<file path="src/design/ptf_pkg.sv">
// Shared types, codes and defaults for the pan/tilt target follower.
package ptf_pkg;

  localparam int IMAGE_WIDTH_DEF  = 640;
  localparam int IMAGE_HEIGHT_DEF = 480;
  localparam int MISS_LIMIT_DEF   = 50;

  localparam int SEED_MIN_AREA = 20;

  localparam int IN_TDATA_W  = 64;
  localparam int OUT_TDATA_W = 88;
  localparam int CFG_ADDR_W  = 5;

  localparam logic [18:0] MIN_AREA_RST = 19'd20;
  localparam logic [18:0] MAX_AREA_RST = 19'd307200;
  localparam logic [8:0]  DEADBAND_RST = 9'd50;
  localparam logic [7:0]  PAN_MIN_RST  = 8'd0;
  localparam logic [7:0]  PAN_MAX_RST  = 8'd180;
  localparam logic [7:0]  TILT_MIN_RST = 8'd60;
  localparam logic [7:0]  TILT_MAX_RST = 8'd140;
  localparam logic [7:0]  PAN_POS_RST  = 8'd90;
  localparam logic [7:0]  TILT_POS_RST = 8'd70;

  typedef enum logic [1:0] {
    CMD_TRACK  = 2'd0,
    CMD_SEED   = 2'd1,
    CMD_REPORT = 2'd2
  } cmd_t;

  typedef enum logic [2:0] {
    ST_NONE      = 3'd0,
    ST_SEED_LOST = 3'd1,
    ST_START     = 3'd2,
    ST_MISS_WAIT = 3'd3,
    ST_MISS_LOST = 3'd4,
    ST_ON_TARGET = 3'd5,
    ST_STEP      = 3'd6,
    ST_AT_LIMIT  = 3'd7
  } status_t;

  typedef enum logic [2:0] {
    REG_TRACK_EN = 3'd0,
    REG_MIN_AREA = 3'd1,
    REG_MAX_AREA = 3'd2,
    REG_DEADBAND = 3'd3,
    REG_PAN_MIN  = 3'd4,
    REG_PAN_MAX  = 3'd5,
    REG_TILT_MIN = 3'd6,
    REG_TILT_MAX = 3'd7
  } reg_idx_t;

endpackage

</file>
<file path="src/design/pan_tilt_target_follower_core.sv">
// Pan/tilt target follower: box checks, miss budget and one-degree servo stepping.
//
//  channel | direction | handshake              | payload
//  in_     | slave     | in_tvalid / in_tready  | tuser cmd, tdata box and servo report
//  out_    | master    | out_tvalid / out_tready| tuser status, tdata box, centre, servo
//  cfg_    | APB slave | psel, penable, pready  | 8 registers at byte address 4*i
//
// One word in, one word out: the whole step runs between the input port and the output
// register, so a new word is taken every cycle while the output is not stalled.
// Reset is synchronous; all state and registers but the output word reset at once.
// A stalled output holds its word; input is taken again in the cycle that word is taken.
module pan_tilt_target_follower_core #(
  parameter int IMAGE_WIDTH  = ptf_pkg::IMAGE_WIDTH_DEF,
  parameter int IMAGE_HEIGHT = ptf_pkg::IMAGE_HEIGHT_DEF,
  parameter int MISS_LIMIT   = ptf_pkg::MISS_LIMIT_DEF
) (
  input  logic                            clk,
  input  logic                            rst_n,
  input  logic                            in_tvalid,
  output logic                            in_tready,
  // cmd
  input  logic [1:0]                      in_tuser,
  // box_left, box_top, box_right, box_bottom, report_tilt, report_pan
  input  logic [ptf_pkg::IN_TDATA_W-1:0]  in_tdata,
  output logic                            out_tvalid,
  input  logic                            out_tready,
  // status
  output logic [2:0]                      out_tuser,
  // out_left, out_top, out_right, out_bottom, centre_x, centre_y,
  // servo_valid, tilt_cmd, pan_cmd, in_tracking, 2 zero bits
  output logic [ptf_pkg::OUT_TDATA_W-1:0] out_tdata,
  input  logic                            cfg_psel,
  input  logic                            cfg_penable,
  input  logic                            cfg_pwrite,
  input  logic [ptf_pkg::CFG_ADDR_W-1:0]  cfg_paddr,
  input  logic [31:0]                     cfg_pwdata,
  output logic [31:0]                     cfg_prdata,
  output logic                            cfg_pready
);

  localparam logic signed [12:0] IMG_W  = 13'(IMAGE_WIDTH);
  localparam logic signed [12:0] IMG_H  = 13'(IMAGE_HEIGHT);
  localparam logic signed [11:0] HALF_W = 12'(IMAGE_WIDTH / 2);
  localparam logic signed [11:0] HALF_H = 12'(IMAGE_HEIGHT / 2);
  localparam logic signed [6:0]  MISS_RST = 7'(MISS_LIMIT);
  localparam logic signed [25:0] SEED_AREA = 26'(ptf_pkg::SEED_MIN_AREA);

  // configuration registers
  logic        track_en_r;
  logic [18:0] min_area_r;
  logic [18:0] max_area_r;
  logic [8:0]  deadband_r;
  logic [7:0]  pan_min_r;
  logic [7:0]  pan_max_r;
  logic [7:0]  tilt_min_r;
  logic [7:0]  tilt_max_r;

  // follower state
  logic [7:0]         pan_pos_r,  pan_pos_nxt;
  logic [7:0]         tilt_pos_r, tilt_pos_nxt;
  logic signed [6:0]  miss_r,     miss_nxt;
  logic               armed_r,    armed_nxt;
  logic               flag_r,     flag_nxt;
  logic               seed_ok_r,  seed_ok_nxt;
  logic signed [11:0] seed_r [4];

  logic                            out_tvalid_r;
  logic [2:0]                      out_tuser_r;
  logic [ptf_pkg::OUT_TDATA_W-1:0] out_tdata_r;

  logic in_acc;
  logic cfg_wr;

  logic signed [11:0] b_l, b_t, b_r, b_b;
  logic [7:0]         rep_tilt, rep_pan;
  logic signed [12:0] w, h;
  logic signed [25:0] area;
  logic               box_ok;
  logic               area_ok;
  logic signed [12:0] cx13, cy13;
  logic [9:0]         cx, cy;
  logic signed [11:0] off_x, off_y;
  logic [10:0]        mag_x, mag_y;
  logic [8:0]         db_eff;
  logic               step_x, step_y;
  logic signed [9:0]  np, nt;
  logic               in_lim;
  logic signed [6:0]  miss_dec;

  ptf_pkg::status_t   status;
  logic               show_in;
  logic [9:0]         cx_o, cy_o;
  logic               servo;
  logic signed [11:0] sb_l, sb_t, sb_r, sb_b;

  assign in_acc = in_tvalid && in_tready;
  assign cfg_wr = cfg_psel && cfg_penable && cfg_pwrite && cfg_pready;

  assign in_tready  = !out_tvalid_r || out_tready;
  assign out_tvalid = out_tvalid_r;
  assign out_tuser  = out_tuser_r;
  assign out_tdata  = out_tdata_r;
  assign cfg_pready = 1'b1;

  assign b_l      = in_tdata[11:0];
  assign b_t      = in_tdata[23:12];
  assign b_r      = in_tdata[35:24];
  assign b_b      = in_tdata[47:36];
  assign rep_tilt = in_tdata[55:48];
  assign rep_pan  = in_tdata[63:56];

  assign w    = {b_r[11], b_r} - {b_l[11], b_l};
  assign h    = {b_b[11], b_b} - {b_t[11], b_t};
  assign area = w * h;

  assign box_ok = (area >= SEED_AREA) &&
                  !b_l[11] && ({b_l[11], b_l} < IMG_W) &&
                  !b_t[11] && ({b_t[11], b_t} < IMG_H) &&
                  ({b_r[11], b_r} < IMG_W) && ({b_b[11], b_b} < IMG_H) &&
                  (w > 13'sd0) && (h > 13'sd0);

  assign area_ok = (area >= $signed({7'd0, min_area_r})) &&
                   (area <= $signed({7'd0, max_area_r}));

  assign cx13 = {b_l[11], b_l} + (w >>> 1);
  assign cy13 = {b_t[11], b_t} + (h >>> 1);
  assign cx   = cx13[9:0];
  assign cy   = cy13[9:0];

  assign off_x = $signed({2'b00, cx}) - HALF_W;
  assign off_y = $signed({2'b00, cy}) - HALF_H;
  assign mag_x = off_x[11] ? 11'(-off_x) : off_x[10:0];
  assign mag_y = off_y[11] ? 11'(-off_y) : off_y[10:0];

  assign db_eff = (deadband_r == 9'd0) ? 9'd1 : deadband_r;
  assign step_x = (off_x != 12'sd0) && (mag_x >= {2'b00, db_eff});
  assign step_y = (off_y != 12'sd0) && (mag_y >= {2'b00, db_eff});

  // positive offset moves the angle down
  always_comb begin
    np = $signed({2'b00, pan_pos_r});
    nt = $signed({2'b00, tilt_pos_r});
    if (step_x) begin
      np = off_x[11] ? np + 10'sd1 : np - 10'sd1;
    end
    if (step_y) begin
      nt = off_y[11] ? nt + 10'sd1 : nt - 10'sd1;
    end
  end

  assign in_lim = (np >= $signed({2'b00, pan_min_r}))  && (np <= $signed({2'b00, pan_max_r})) &&
                  (nt >= $signed({2'b00, tilt_min_r})) && (nt <= $signed({2'b00, tilt_max_r}));

  assign miss_dec = miss_r[6] ? miss_r : miss_r - 7'sd1;

  always_comb begin
    status       = ptf_pkg::ST_NONE;
    show_in      = 1'b0;
    cx_o         = '0;
    cy_o         = '0;
    servo        = 1'b0;
    pan_pos_nxt  = pan_pos_r;
    tilt_pos_nxt = tilt_pos_r;
    miss_nxt     = miss_r;
    armed_nxt    = armed_r;
    flag_nxt     = flag_r;
    seed_ok_nxt  = seed_ok_r;
    unique case (in_tuser)
      ptf_pkg::CMD_SEED: begin
        show_in     = 1'b1;
        seed_ok_nxt = box_ok;
        armed_nxt   = 1'b0;
      end
      ptf_pkg::CMD_REPORT: begin
        tilt_pos_nxt = rep_tilt;
        pan_pos_nxt  = rep_pan;
      end
      ptf_pkg::CMD_TRACK: begin
        if (track_en_r) begin
          if (!seed_ok_r) begin
            flag_nxt  = 1'b0;
            armed_nxt = 1'b0;
            status    = ptf_pkg::ST_SEED_LOST;
          end else if (!armed_r) begin
            armed_nxt = 1'b1;
            status    = ptf_pkg::ST_START;
          end else begin
            show_in = 1'b1;
            if (!(box_ok && area_ok)) begin
              miss_nxt = miss_dec;
              if (miss_dec[6]) begin
                flag_nxt  = 1'b0;
                armed_nxt = 1'b0;
                status    = ptf_pkg::ST_MISS_LOST;
              end else begin
                status = ptf_pkg::ST_MISS_WAIT;
              end
            end else begin
              cx_o     = cx;
              cy_o     = cy;
              flag_nxt = 1'b1;
              miss_nxt = MISS_RST;
              if (!step_x && !step_y) begin
                status = ptf_pkg::ST_ON_TARGET;
              end else if (in_lim) begin
                pan_pos_nxt  = np[7:0];
                tilt_pos_nxt = nt[7:0];
                servo        = 1'b1;
                status       = ptf_pkg::ST_STEP;
              end else begin
                status = ptf_pkg::ST_AT_LIMIT;
              end
            end
          end
        end
      end
      default: begin
      end
    endcase
  end

  assign sb_l = show_in ? b_l : seed_r[0];
  assign sb_t = show_in ? b_t : seed_r[1];
  assign sb_r = show_in ? b_r : seed_r[2];
  assign sb_b = show_in ? b_b : seed_r[3];

  always_ff @(posedge clk) begin
    if (!rst_n) begin
      track_en_r   <= 1'b0;
      min_area_r   <= ptf_pkg::MIN_AREA_RST;
      max_area_r   <= ptf_pkg::MAX_AREA_RST;
      deadband_r   <= ptf_pkg::DEADBAND_RST;
      pan_min_r    <= ptf_pkg::PAN_MIN_RST;
      pan_max_r    <= ptf_pkg::PAN_MAX_RST;
      tilt_min_r   <= ptf_pkg::TILT_MIN_RST;
      tilt_max_r   <= ptf_pkg::TILT_MAX_RST;
      pan_pos_r    <= ptf_pkg::PAN_POS_RST;
      tilt_pos_r   <= ptf_pkg::TILT_POS_RST;
      miss_r       <= MISS_RST;
      armed_r      <= 1'b0;
      flag_r       <= 1'b1;
      seed_ok_r    <= 1'b0;
      seed_r[0]    <= '0;
      seed_r[1]    <= '0;
      seed_r[2]    <= '0;
      seed_r[3]    <= '0;
      out_tvalid_r <= 1'b0;
    end else begin
      if (in_acc) begin
        pan_pos_r   <= pan_pos_nxt;
        tilt_pos_r  <= tilt_pos_nxt;
        miss_r      <= miss_nxt;
        armed_r     <= armed_nxt;
        flag_r      <= flag_nxt;
        seed_ok_r   <= seed_ok_nxt;
        if (in_tuser == ptf_pkg::CMD_SEED) begin
          seed_r[0] <= b_l;
          seed_r[1] <= b_t;
          seed_r[2] <= b_r;
          seed_r[3] <= b_b;
        end
        out_tuser_r <= status;
        out_tdata_r <= {2'b00, flag_nxt, pan_pos_nxt, tilt_pos_nxt, servo,
                        cy_o, cx_o, sb_b, sb_r, sb_t, sb_l};
      end
      if (in_acc) begin
        out_tvalid_r <= 1'b1;
      end else if (out_tready) begin
        out_tvalid_r <= 1'b0;
      end
      if (cfg_wr) begin
        unique case (cfg_paddr[4:2])
          ptf_pkg::REG_TRACK_EN: begin
            track_en_r <= cfg_pwdata[0];
            if (!cfg_pwdata[0]) begin
              armed_r <= 1'b0;
            end
          end
          ptf_pkg::REG_MIN_AREA: min_area_r <= cfg_pwdata[18:0];
          ptf_pkg::REG_MAX_AREA: max_area_r <= cfg_pwdata[18:0];
          ptf_pkg::REG_DEADBAND: deadband_r <= cfg_pwdata[8:0];
          ptf_pkg::REG_PAN_MIN:  pan_min_r  <= cfg_pwdata[7:0];
          ptf_pkg::REG_PAN_MAX:  pan_max_r  <= cfg_pwdata[7:0];
          ptf_pkg::REG_TILT_MIN: tilt_min_r <= cfg_pwdata[7:0];
          ptf_pkg::REG_TILT_MAX: tilt_max_r <= cfg_pwdata[7:0];
          default: begin
          end
        endcase
      end
    end
  end

  always_comb begin
    unique case (cfg_paddr[4:2])
      ptf_pkg::REG_TRACK_EN: cfg_prdata = {31'd0, track_en_r};
      ptf_pkg::REG_MIN_AREA: cfg_prdata = {13'd0, min_area_r};
      ptf_pkg::REG_MAX_AREA: cfg_prdata = {13'd0, max_area_r};
      ptf_pkg::REG_DEADBAND: cfg_prdata = {23'd0, deadband_r};
      ptf_pkg::REG_PAN_MIN:  cfg_prdata = {24'd0, pan_min_r};
      ptf_pkg::REG_PAN_MAX:  cfg_prdata = {24'd0, pan_max_r};
      ptf_pkg::REG_TILT_MIN: cfg_prdata = {24'd0, tilt_min_r};
      ptf_pkg::REG_TILT_MAX: cfg_prdata = {24'd0, tilt_max_r};
      default:               cfg_prdata = '0;
    endcase
  end

  a_servo_only_on_step: assert property (@(posedge clk) disable iff (!rst_n)
    out_tvalid_r |-> (out_tdata_r[68] == (out_tuser_r == ptf_pkg::ST_STEP)))
    else $error("servo_valid disagrees with step status");

  a_centre_zero: assert property (@(posedge clk) disable iff (!rst_n)
    (out_tvalid_r && (out_tuser_r != ptf_pkg::ST_ON_TARGET) &&
     (out_tuser_r != ptf_pkg::ST_STEP) && (out_tuser_r != ptf_pkg::ST_AT_LIMIT))
    |-> (out_tdata_r[67:48] == 20'd0))
    else $error("centre reported without a good box");

  a_miss_range: assert property (@(posedge clk) disable iff (!rst_n)
    (miss_r >= -7'sd1) && (miss_r <= MISS_RST))
    else $error("miss budget out of range");

  a_step_in_limits: assert property (@(posedge clk) disable iff (!rst_n)
    (in_acc && (status == ptf_pkg::ST_STEP)) |=>
    ((pan_pos_r >= pan_min_r) && (pan_pos_r <= pan_max_r) &&
     (tilt_pos_r >= tilt_min_r) && (tilt_pos_r <= tilt_max_r)))
    else $error("servo step left its limits");

endmodule
</file>
<file path="config.mk">
export PLATFORM = sky130hd
export DESIGN_NAME = pan_tilt_target_follower_core
export DESIGN_NICKNAME = d
export VERILOG_FILES = /design/src/design/ptf_pkg.sv /design/src/design/pan_tilt_target_follower_core.sv
export SDC_FILE = /design/constraint.sdc
export NUM_CORES = 1
export LEC_CHECK = 0
export ABC_AREA = 1
export BUFFER_PORTS_ARGS = -buffer_cell sky130_fd_sc_hd__buf_4
export CAP_MARGIN = 20
export CORE_UTILIZATION = 49
export DETAILED_ROUTE_END_ITERATION = 10
export PLACE_DENSITY = 0.68
export SETUP_SLACK_MARGIN = 0.02
export SYNTH_ARGS = -nofsm -noshare
export SYNTH_HDL_FRONTEND = slang
export SYNTH_SLANG_ARGS = --single-unit
</file>
<file path="constraint.sdc">
create_clock -name clk -period 18 [get_ports clk]
set_input_delay 0.9 -clock clk [delete_from_list [all_inputs] [get_ports clk]]
set_output_delay 0.9 -clock clk [all_outputs]
set_load 0.01 [all_outputs]
</file>
# After elaboration in Yosys (flattened, before gate mapping)
# Memory sizes are Yosys's and may differ from the RTL's.
# Cells that the tools add are included.
# totals
register_bits	196
latch_bits	0
mem_bits_rw	48
mem_bits_ro	0
inputBits	110
out_inout_bits	126
word_cells	185
n_memories	1
# op_classes
addsub	13
mul	1
n_div	0
n_lt_le_gt_ge	15
n_eq_ne	10
shifts	0
mux	66
n_bitwise	9
reduce_logical	48
# mem_list
name	words	word_bits	read_ports	rd_clocked_by_memory_dff	wr	line	source
seed_r	4	12	4	0	4	pan_tilt_target_follower_core.sv:65	logic signed [11:0] seed_r [4];
# ops
cell	n
32-bit one-hot mux with 8 select lines	1
12-bit two-way mux	8
8-bit two-way mux	12
10-bit two-way mux	4
8-bit one-hot mux with 2 select lines	2
1-bit two-way mux	28
26-bit by 20-bit greater-or-equal comparator with 1-bit output	1
26-bit by 6-bit greater-or-equal comparator with 1-bit output, second input constant	1
13-bit by 1-bit > comparator with 1-bit output, second input constant	2
26-bit by 20-bit less-or-equal comparator with 1-bit output	1
13-bit by 10-bit < comparator with 1-bit output, second input constant	2
13-bit by 9-bit < comparator with 1-bit output, second input constant	2
13-bit by 13-bit multiplier with 26-bit output	1
12-bit by 12-bit subtractor with 13-bit output	2
12-bit nonzero test	2
11-bit by 9-bit greater-or-equal comparator with 1-bit output	2
11-bit two-way mux	2
11-bit negation	2
2-bit AND reduction	11
10-bit adder	2
10-bit by 9-bit greater-or-equal comparator with 1-bit output	2
10-bit by 9-bit less-or-equal comparator with 1-bit output	2
1-bit logical AND	19
8-bit by 1-bit adder with 9-bit output, second input constant	2
other kinds (28)	49

# Logic depth before layout (Yosys ltp)
# Gate-level depths: netlist (run 1).
# logic_depth
depth_word	21
mapped_depth	61
mapped_depth_nobuf	60

# Least setup slack after synthesis (run 1)
# No wires, ideal clock.
# synth_path
path_kind	input port to flip-flop
from	in in_tdata[36] in the netlist's numbering
to	reg out_tdata_r (netlist bit out_tdata[80]) (data pin)
arrival_time_ns	9.079
t_required_ns	17.741
path_slack_ns	8.663
cell_stages	46
n_path_buf	2
path_cell_list	inv_1 ha_1 fa_1 inv_1 a31oi_1 o21ai_0 xor2_1 clkbuf_1 nand2_1 fa_1 fa_1 inv_1 fa_1 fa_1 fa_1 inv_1 fa_1 inv_1 [... 10 more ...] inv_1 nand4_1 or3b_2 nand2_1 nand2_1 nor2_1 nand2_1 nor2_1 nand3b_1 nor2_2 nand3_2 a21oi_4 nand3_2 nor2_2 buf_6 nand3_1 nand3_1 nand2_1
# synth_between
elab_chain_cells	18
word_cells_on_any_way	39
# synth_rtl
item	line	source
start: declaration	pan_tilt_target_follower_core.sv:24	input logic [ptf_pkg::IN_TDATA_W-1:0] in_tdata,
12-bit by 12-bit subtractor with 13-bit output	pan_tilt_target_follower_core.sv:113	assign h = {b_b[11], b_b} - {b_t[11], b_t};
10-bit adder	pan_tilt_target_follower_core.sv:126	assign cy13 = {b_t[11], b_t} + (h >>> 1);
10-bit by 8-bit subtractor with 11-bit output	pan_tilt_target_follower_core.sv:131	assign off_y = $signed({2'b00, cy}) - HALF_H;
11-bit negation	pan_tilt_target_follower_core.sv:133	assign mag_y = off_y[11] ? 11'(-off_y) : off_y[10:0];
11-bit two-way mux	pan_tilt_target_follower_core.sv:133	
11-bit by 9-bit greater-or-equal comparator with 1-bit output	pan_tilt_target_follower_core.sv:137	assign step_y = (off_y != 12'sd0) && (mag_y >= {2'b00, db_eff});
1-bit logical AND	pan_tilt_target_follower_core.sv:137	
10-bit two-way mux	pan_tilt_target_follower_core.sv:146	if (step_y) begin
[... 3 more ...]	-	
8-bit two-way mux	pan_tilt_target_follower_core.sv:205	end else if (in_lim) begin
8-bit two-way mux	pan_tilt_target_follower_core.sv:203	if (!step_x && !step_y) begin
8-bit two-way mux *	pan_tilt_target_follower_core.sv:189	if (!(box_ok && area_ok)) begin
8-bit two-way mux *	pan_tilt_target_follower_core.sv:184	end else if (!armed_r) begin
8-bit two-way mux *	pan_tilt_target_follower_core.sv:180	if (!seed_ok_r) begin
8-bit two-way mux *	pan_tilt_target_follower_core.sv:179	if (track_en_r) begin
8-bit one-hot mux with 2 select lines *	pan_tilt_target_follower_core.sv:168	unique case (in_tuser)
net pan_pos_nxt[3]	pan_tilt_target_follower_core.sv:59	logic [7:0] pan_pos_r, pan_pos_nxt;
end signal: assignment	pan_tilt_target_follower_core.sv:263	out_tdata_r <= {2'b00, flag_nxt, pan_pos_nxt, tilt_pos_nxt, servo,
end: declaration	pan_tilt_target_follower_core.sv:69	logic [ptf_pkg::OUT_TDATA_W-1:0] out_tdata_r;
# The timed path passes the listed nets; every way through them passes the cells marked *.
# A chain may end at the register's enable or synchronous reset.

# Worst setup path after layout (run 1)
# layout_path
from	in in_tdata[16] in the netlist's numbering
to	reg out_tdata_r (netlist bit out_tdata[78]) (data pin)
# Same word-level chain as after synthesis.

==> results of run 1 <==
## final timing paths
kind / start / to / slack, ns / cells after the start
max: in_tdata[16] / out_tdata[78] / 7.07 / 45
min: flag_r / flag_r / 0.49 / 2
max reg2reg: deadband_r[7] / out_tdata[78] / 11.94 / 30
min reg2reg: flag_r / flag_r / 0.49 / 2
## worst reg2reg max path, delay by kind of cell, from the launching register on
kind | cells | cell delay, ns
and+or+nand+nor | 13 | 2.12
AOI/OAI and AO/OA | 11 | 2.09
adders and majority gates | 2 | 0.57
buffers and inverters | 3 | 0.46
DFF | 1 | 0.30
xor gates and xnor gates | 1 | 0.28
## layout make-up
class,count,area share
clock buffers,31,0.02782
clock inverters,17,0.008361
inverters,575,0.08439
multi-input cells,2019,0.5411
flip-flops and latches,244,0.2445
well taps,600,0.02934
repair buffers,220,0.06454
## Yosys cell counts, types with 20 or more instances
cell / count / share of area
edfxtp_1: 137 / 0.18
o21ai_1: 20 / 0.0044
nor3_1: 33 / 0.0073
nor2_1: 298 / 0.050
nand2_1: 539 / 0.090
o21ai_0: 170 / 0.038
dfxtp_1: 107 / 0.095
o22ai_1: 27 / 0.0075
ha_1: 207 / 0.11
nand4_1: 41 / 0.011
xor2_1: 50 / 0.019
clkbuf_1: 58 / 0.0096
fa_1: 167 / 0.15
inv_1: 559 / 0.093
nand3_1: 117 / 0.026
a21oi_1: 175 / 0.039
## sequential cells by signal, indices dropped and copies added, names as in the netlist
| signal | count |
|---|---|
| pan_max_r | 8 |
| out_tvalid | 1 |
| deadband_r | 9 |
| armed_r | 1 |
| pan_min_r | 8 |
| flag_r | 1 |
| track_en_r | 1 |
| tilt_pos_r | 8 |
| out_tuser | 3 |
| pan_pos_r | 8 |
| seed_r | 48 |
| min_area_r | 19 |
| seed_ok_r | 1 |
| tilt_max_r | 8 |
| max_area_r | 19 |
| tilt_min_r | 8 |
| miss_r | 7 |
| out_tdata | 86 |
## metal layers
layer | vias to the layer above | share of wire | track usage
li1 | 9661 | - | -
met1 | 9345 | 0.45 | 0.3693
met2 | 672 | 0.46 | 0.4413
met3 | 119 | 0.060 | 0.03284
met4 | 0 | 0.028 | 0.07864
met5 | - | 0 | 0
## cell families (layout without fill, tap and decap cells)
kind of cell,after synthesis,after routing
buf+inv,658,843
compound gates,479,479
other cells,2,16
fa+ha+maj,374,374
simple gates,1081,1081
xor+xnor,69,69
flops,244,244
## per-stage QoR
| stage | setup WS (ns) | cells | instance area [um^2] | util | hold slack [ns] |
|---|---|---|---|---|---|
| detailed placement | 6.639 | 3658 | 24660 | 0.5435 | 0.4792 |
| finish | 7.070 | 3706 | 25590 | 0.5639 | 0.4878 |
| global route | 6.288 | 3706 | 25590 | 0.5639 | 0.5087 |
| floorplan | 8.663 | 2921 | 22630 | - | 0.4437 |
| global placement | 6.728 | 3658 | 24660 | 0.5435 | 0.4586 |
| CTS | 7.227 | 3706 | 25590 | 0.5639 | 0.4920 |
==> results.sh, run 1 <==
export IMPL_synth_yosys_seq_area_share=0.2771
export IMPL_setup_tns_ns=0
export IMPL_ant_nets=0
export IMPL_synth_compound_area_share=0.1185
export IMPL_cap_viol_max_count=0
export IMPL_gp_congestion=0.9783
export IMPL_grt_pass1_vias=19119
export IMPL_nFillCells=4310
export IMPL_min_period_ns=10.93
export IMPL_max_freq_mhz=91.49
export IMPL_synth_top_family_by_area="adder cells"
export IMPL_clockBufferDepth=3
export IMPL_fin_crit_sh=0.6072
export IMPL_cts_htree_levels=1
export IMPL_register_area_mm2=0.006256
export IMPL_worst_setup_path_end_kind="flop"
export IMPL_cts_root_buffer="clkbuf_16"
export IMPL_area_delta_synth_final_pct=13.36
export IMPL_die_area_mm2=0.04693
export IMPL_dieHeight_um=216.6
export IMPL_globalRouteOverflowTotal=0
export IMPL_cpPeakStageDelay_ns=0.68
export IMPL_crit_arrival_ns=11.25
export IMPL_post_cts_repair_setup_buffers=0
export IMPL_port_buffers=204
export IMPL_ios=236
export IMPL_tightest_slew_ns=0.9842
export IMPL_final_common_cell="inv_1"
export IMPL_slew_headroom=0.3439
export IMPL_path_clk_slew_ns=0.06
export IMPL_mostFrequentLayoutCells="559 x inv_1, 538 x nand2_1, 297 x nor2_1"
export IMPL_diodes=0
export IMPL_cp_required_ns=18.32
export IMPL_crit_type="input port to flop"
export IMPL_drive_gt1_frac=0.09916
export IMPL_clock_latency_ns=0.58
export IMPL_hpwl_um=50390
export IMPL_fin_nets=3571
export IMPL_hold_viol_final=0
export IMPL_wl_per_cell_um=17.00
export IMPL_synth_xor_area_frac=0.02744
export IMPL_path_buf_inv=10
export IMPL_cts_hold_buf=0
export IMPL_async_flop_share=0
export IMPL_hp_class="flop to flop"
export IMPL_cpMostUsedCell="inv_1"
export IMPL_synth_adder_area_share=0.2628
export IMPL_start_kind="input port"
export IMPL_outcome="completed"
export IMPL_syn_inst=2907
export IMPL_yosys_most_used_dff="edfxtp_1"
export IMPL_drt_total_wl_um=63000
export IMPL_cp_slowest_cell="nand4_1"
export IMPL_setup_violations=0
export IMPL_grt_max_degree=97
export IMPL_grt_usage=0.2681
export IMPL_slew_viol_final=0
export IMPL_critical_path_top_delay_family="adder cells"
export IMPL_multiInputGateArea_mm2=0.01385
export IMPL_muxShareOfSynthArea=0
export IMPL_fin_skew_ns=0.01340
export IMPL_rows=78
export IMPL_cts_sinks=244
export IMPL_synthSimpleGateAreaFrac=0.2010
export IMPL_syn_area_mm2=0.02257
export IMPL_route_detailed_drc=0
export IMPL_vias=19797
export IMPL_die_w_um=216.6
export IMPL_synth_warnings=0
export IMPL_rsz0062_at_grt="false"
export IMPL_viasPerCell=5.342
export IMPL_antenna_found_initial=0
export IMPL_ctsResizeCount=0
export IMPL_cts_tree="built"
export IMPL_ys_types=57
export IMPL_critPathMaxFanout=20
export IMPL_drtIter0Drc=1440
export IMPL_ys_seq_elements=244
export IMPL_grt_pass1_wl_um=100300
export IMPL_synth_edff_count=137
export IMPL_cts_made_buffers=27
export IMPL_core_area_mm2=0.04538
export IMPL_avgSynthCellArea_um2=7.765
export IMPL_initial_core_util=0.4974
export IMPL_dr_pass1_iters=5
Power of run 1 is left out: the tool's default activity adds up to more than one toggle a clock period on the data nets, which glitch-free logic cannot reach.
==> inputs of run 2 (changes only) <==
ABC_AREA = 0   (was 1)
PLACE_DENSITY = 0.71   (was 0.68)
clock period = 9.1 ns   (was 18 ns; I/O delays follow)
==> run 2 against run 1 <==
Effect of this change: routed wire length increased by 12%; die area grew 1.5%; clock skew is 0.032 ns higher; setup slack worse by 6.9 ns; cell count is 0.81% higher; area after synthesis is 1.5% higher; final area grew 15%; critical path type unchanged.
==> results.sh, run 2 <==
export IMPL_outcome="completed"
export IMPL_hp_class="input port to flop"
export IMPL_cts_made_buffers=27
export IMPL_hpwl_um=56020
export IMPL_dp_cells=3666
export IMPL_synth_commonest_cells="347 x inv_1, 291 x nand2_1, 241 x nor2_1"
export IMPL_tightest_slew_ns=1.087
export IMPL_setup_tns_ns=0
export IMPL_dr_pass1_iters=6
export IMPL_crit_type="input port to flop"
export IMPL_largest_register_ff_count=86
export IMPL_clockBufferDepth=3
export IMPL_initial_core_util=0.5007
export IMPL_final_common_cell="buf_4"
export IMPL_drt_total_wl_um=70340
export IMPL_drtIter0Drc=1826
export IMPL_slew_headroom=0.2724
export IMPL_slew_viol_final=0
export IMPL_nFillCells=3773
export IMPL_globalRouteOverflowTotal=0
export IMPL_rsz0062_at_grt="true"
export IMPL_start_kind="input port"
export IMPL_cpPeakStageDelay_ns=0.61
export IMPL_yosys_most_used_dff="edfxtp_1"
export IMPL_critical_path_top_delay_family="adder cells"
export IMPL_area_delta_synth_final_pct=28.40
export IMPL_ys_seq_elements=244
export IMPL_path_clk_slew_ns=0.07
export IMPL_fin_crit_sh=0.9790
export IMPL_cp_required_ns=9.44
export IMPL_critPathMaxFanout=5
export IMPL_final_cells=3736
export IMPL_drive_gt1_frac=0.2707
export IMPL_crit_reg2reg_launch="deadband_r[8]"
export IMPL_path_buf_inv=7
export IMPL_rows=78
export IMPL_port_buffers=204
export IMPL_synth_edff_count=137
export IMPL_yosysTopAreaCell="edfxtp_1"
export IMPL_mostFrequentLayoutCells="585 x buf_4, 337 x inv_1, 284 x nand2_1"
export IMPL_setup_violations=0
export IMPL_antenna_found_initial=0
export IMPL_avgSynthCellArea_um2=8.842
export IMPL_max_freq_mhz=112.2
export IMPL_gp_congestion=0.9332
export IMPL_die_area_mm2=0.04764
export IMPL_netlist_top_cells_area="edfxtp_1 18%, fa_1 15%, ha_1 11%"
export IMPL_crit_arrival_ns=9.24
export IMPL_vias=20937
export IMPL_min_period_ns=8.909
export IMPL_grt_pass1_vias=20523
export IMPL_ant_nets=0
export IMPL_cts_root_buffer="clkbuf_16"
export IMPL_cts_tree="built"
export IMPL_syn_area_mm2=0.02292
export IMPL_yosysMostFrequentCell="inv_1"
export IMPL_viasPerCell=5.604
export IMPL_whs_ns=0.1454
export IMPL_cts_htree_levels=1
export IMPL_fin_skew_ns=0.04523
export IMPL_synth_warnings=0
export IMPL_wl_per_cell_um=18.83
export IMPL_grt_max_degree=77
export IMPL_fin_nets=3599
export IMPL_cp_slowest_cell="fa_2"
export IMPL_diodes=0
export IMPL_core_area_mm2=0.04577
export IMPL_async_flop_share=0
export IMPL_dieHeight_um=218.3
export IMPL_netlist_area_leader_share=0.1795
export IMPL_reg2reg_to="out_tdata[80]"
export IMPL_syn_inst=2592
export IMPL_clock_latency_ns=0.59
export IMPL_post_dp_cell_area_mm2=0.02780
export IMPL_final_area_mm2=0.02943
export IMPL_worst_setup_path_end_kind="flop"
export IMPL_ys_types=101
export IMPL_r2r_setup_slack_ns=3.07
export IMPL_worst_r2r_cell_count=29
export IMPL_cts_sinks=244
export IMPL_grt_usage=0.2907
export IMPL_ios=236
export IMPL_cap_viol_max_count=0
export IMPL_cpMostUsedCell="fa_1"
export IMPL_cp_startpoint="in_tdata[36]"
export IMPL_path_depth=38
export IMPL_route_detailed_drc=0
export IMPL_hold_viol_final=0
export IMPL_synth_yosys_seq_area_share=0.2730
export IMPL_grt_pass1_wl_um=109700
export IMPL_crit_path_end="out_tdata[83]"
export IMPL_die_w_um=218.3
-- run 2: routing by layer --
metal,wire [um],vias up,global-route usage
li1,-,9887,-
met1,30990,10167,0.4172
met2,33370,784,0.4748
met3,4607,99,0.02644
met4,1370,0,0.06387
met5,0,-,0
-- run 2: area by class of cell --
| class | count | area (um^2) | share of cell area |
|---|---|---|---|
| timing repair buffer | 594 | 4517 | 0.1535 |
| clock buffer | 31 | 710.7 | 0.02415 |
| multi-input combinational | 1890 | 15610 | 0.5305 |
| sequential | 244 | 6256 | 0.2126 |
| inverter | 358 | 1368 | 0.04647 |
| tap | 600 | 750.7 | 0.02551 |
| clock inverter | 19 | 216.5 | 0.007355 |
-- run 2: worst min-delay path by stage --
stage                         startpoint        endpoint  slack (ns)  cells after the start
after floorplan            max_area_r[2]   max_area_r[2]        0.44                      2
after global placement     max_area_r[2]   max_area_r[2]        0.44                      2
after detailed placement   max_area_r[4]   max_area_r[4]        0.45                      2
after CTS                 cfg_pwdata[12]  max_area_r[12]        0.13                      3
after global routing      cfg_pwdata[13]  max_area_r[13]        0.15                      3
final                     cfg_pwdata[12]  max_area_r[12]        0.15                      3
-- run 2: through the flow --
step	setup WS, ns	util
after floorplan	0.02250	-
after global placement	-0.5636	0.6073
after detailed placement	-0.7735	0.6073
after CTS	0.03346	0.6284
after global routing	-0.1292	0.6430
final	0.1909	0.6430
-- run 2: worst min-delay path: cells and delay by family --
family | cells | cell delay (ns)
AO/OA/AOI/OAI | 1 | 0.07
buffers and inverters | 1 | 0.09
AND/OR/NAND/NOR | 1 | 0.04
-- run 2: cell families (layout without fill, tap and decap cells) --
family | Yosys count | after routing | share of synthesized area
muxes | 72 | 72 | 0.03630
other | 2 | 16 | 0.0003277
xor gates and xnor gates | 71 | 71 | 0.02806
DFF | 244 | 244 | 0.2730
adders and majority gates | 374 | 374 | 0.2589
buffers and inverters | 474 | 1002 | 0.08129
and+or+nand+nor | 847 | 848 | 0.1714
AOI/OAI and AO/OA | 508 | 509 | 0.1508
-- run 2: what timing repair did --
| action | in CTS | in global routing |
|---|---|---|
| cloned | 0 | 3 |
| endpoints found under the setup margin | 26 | 55 |
| pin swaps | 2 | 65 |
| gates resized for setup | 9 | 104 |
| buffers inserted | 0 | 17 |
| endpoints found under the hold margin | 0 | 0 |
| hold buffers | 0 | 0 |
Power of run 2 is left out for the same reason.
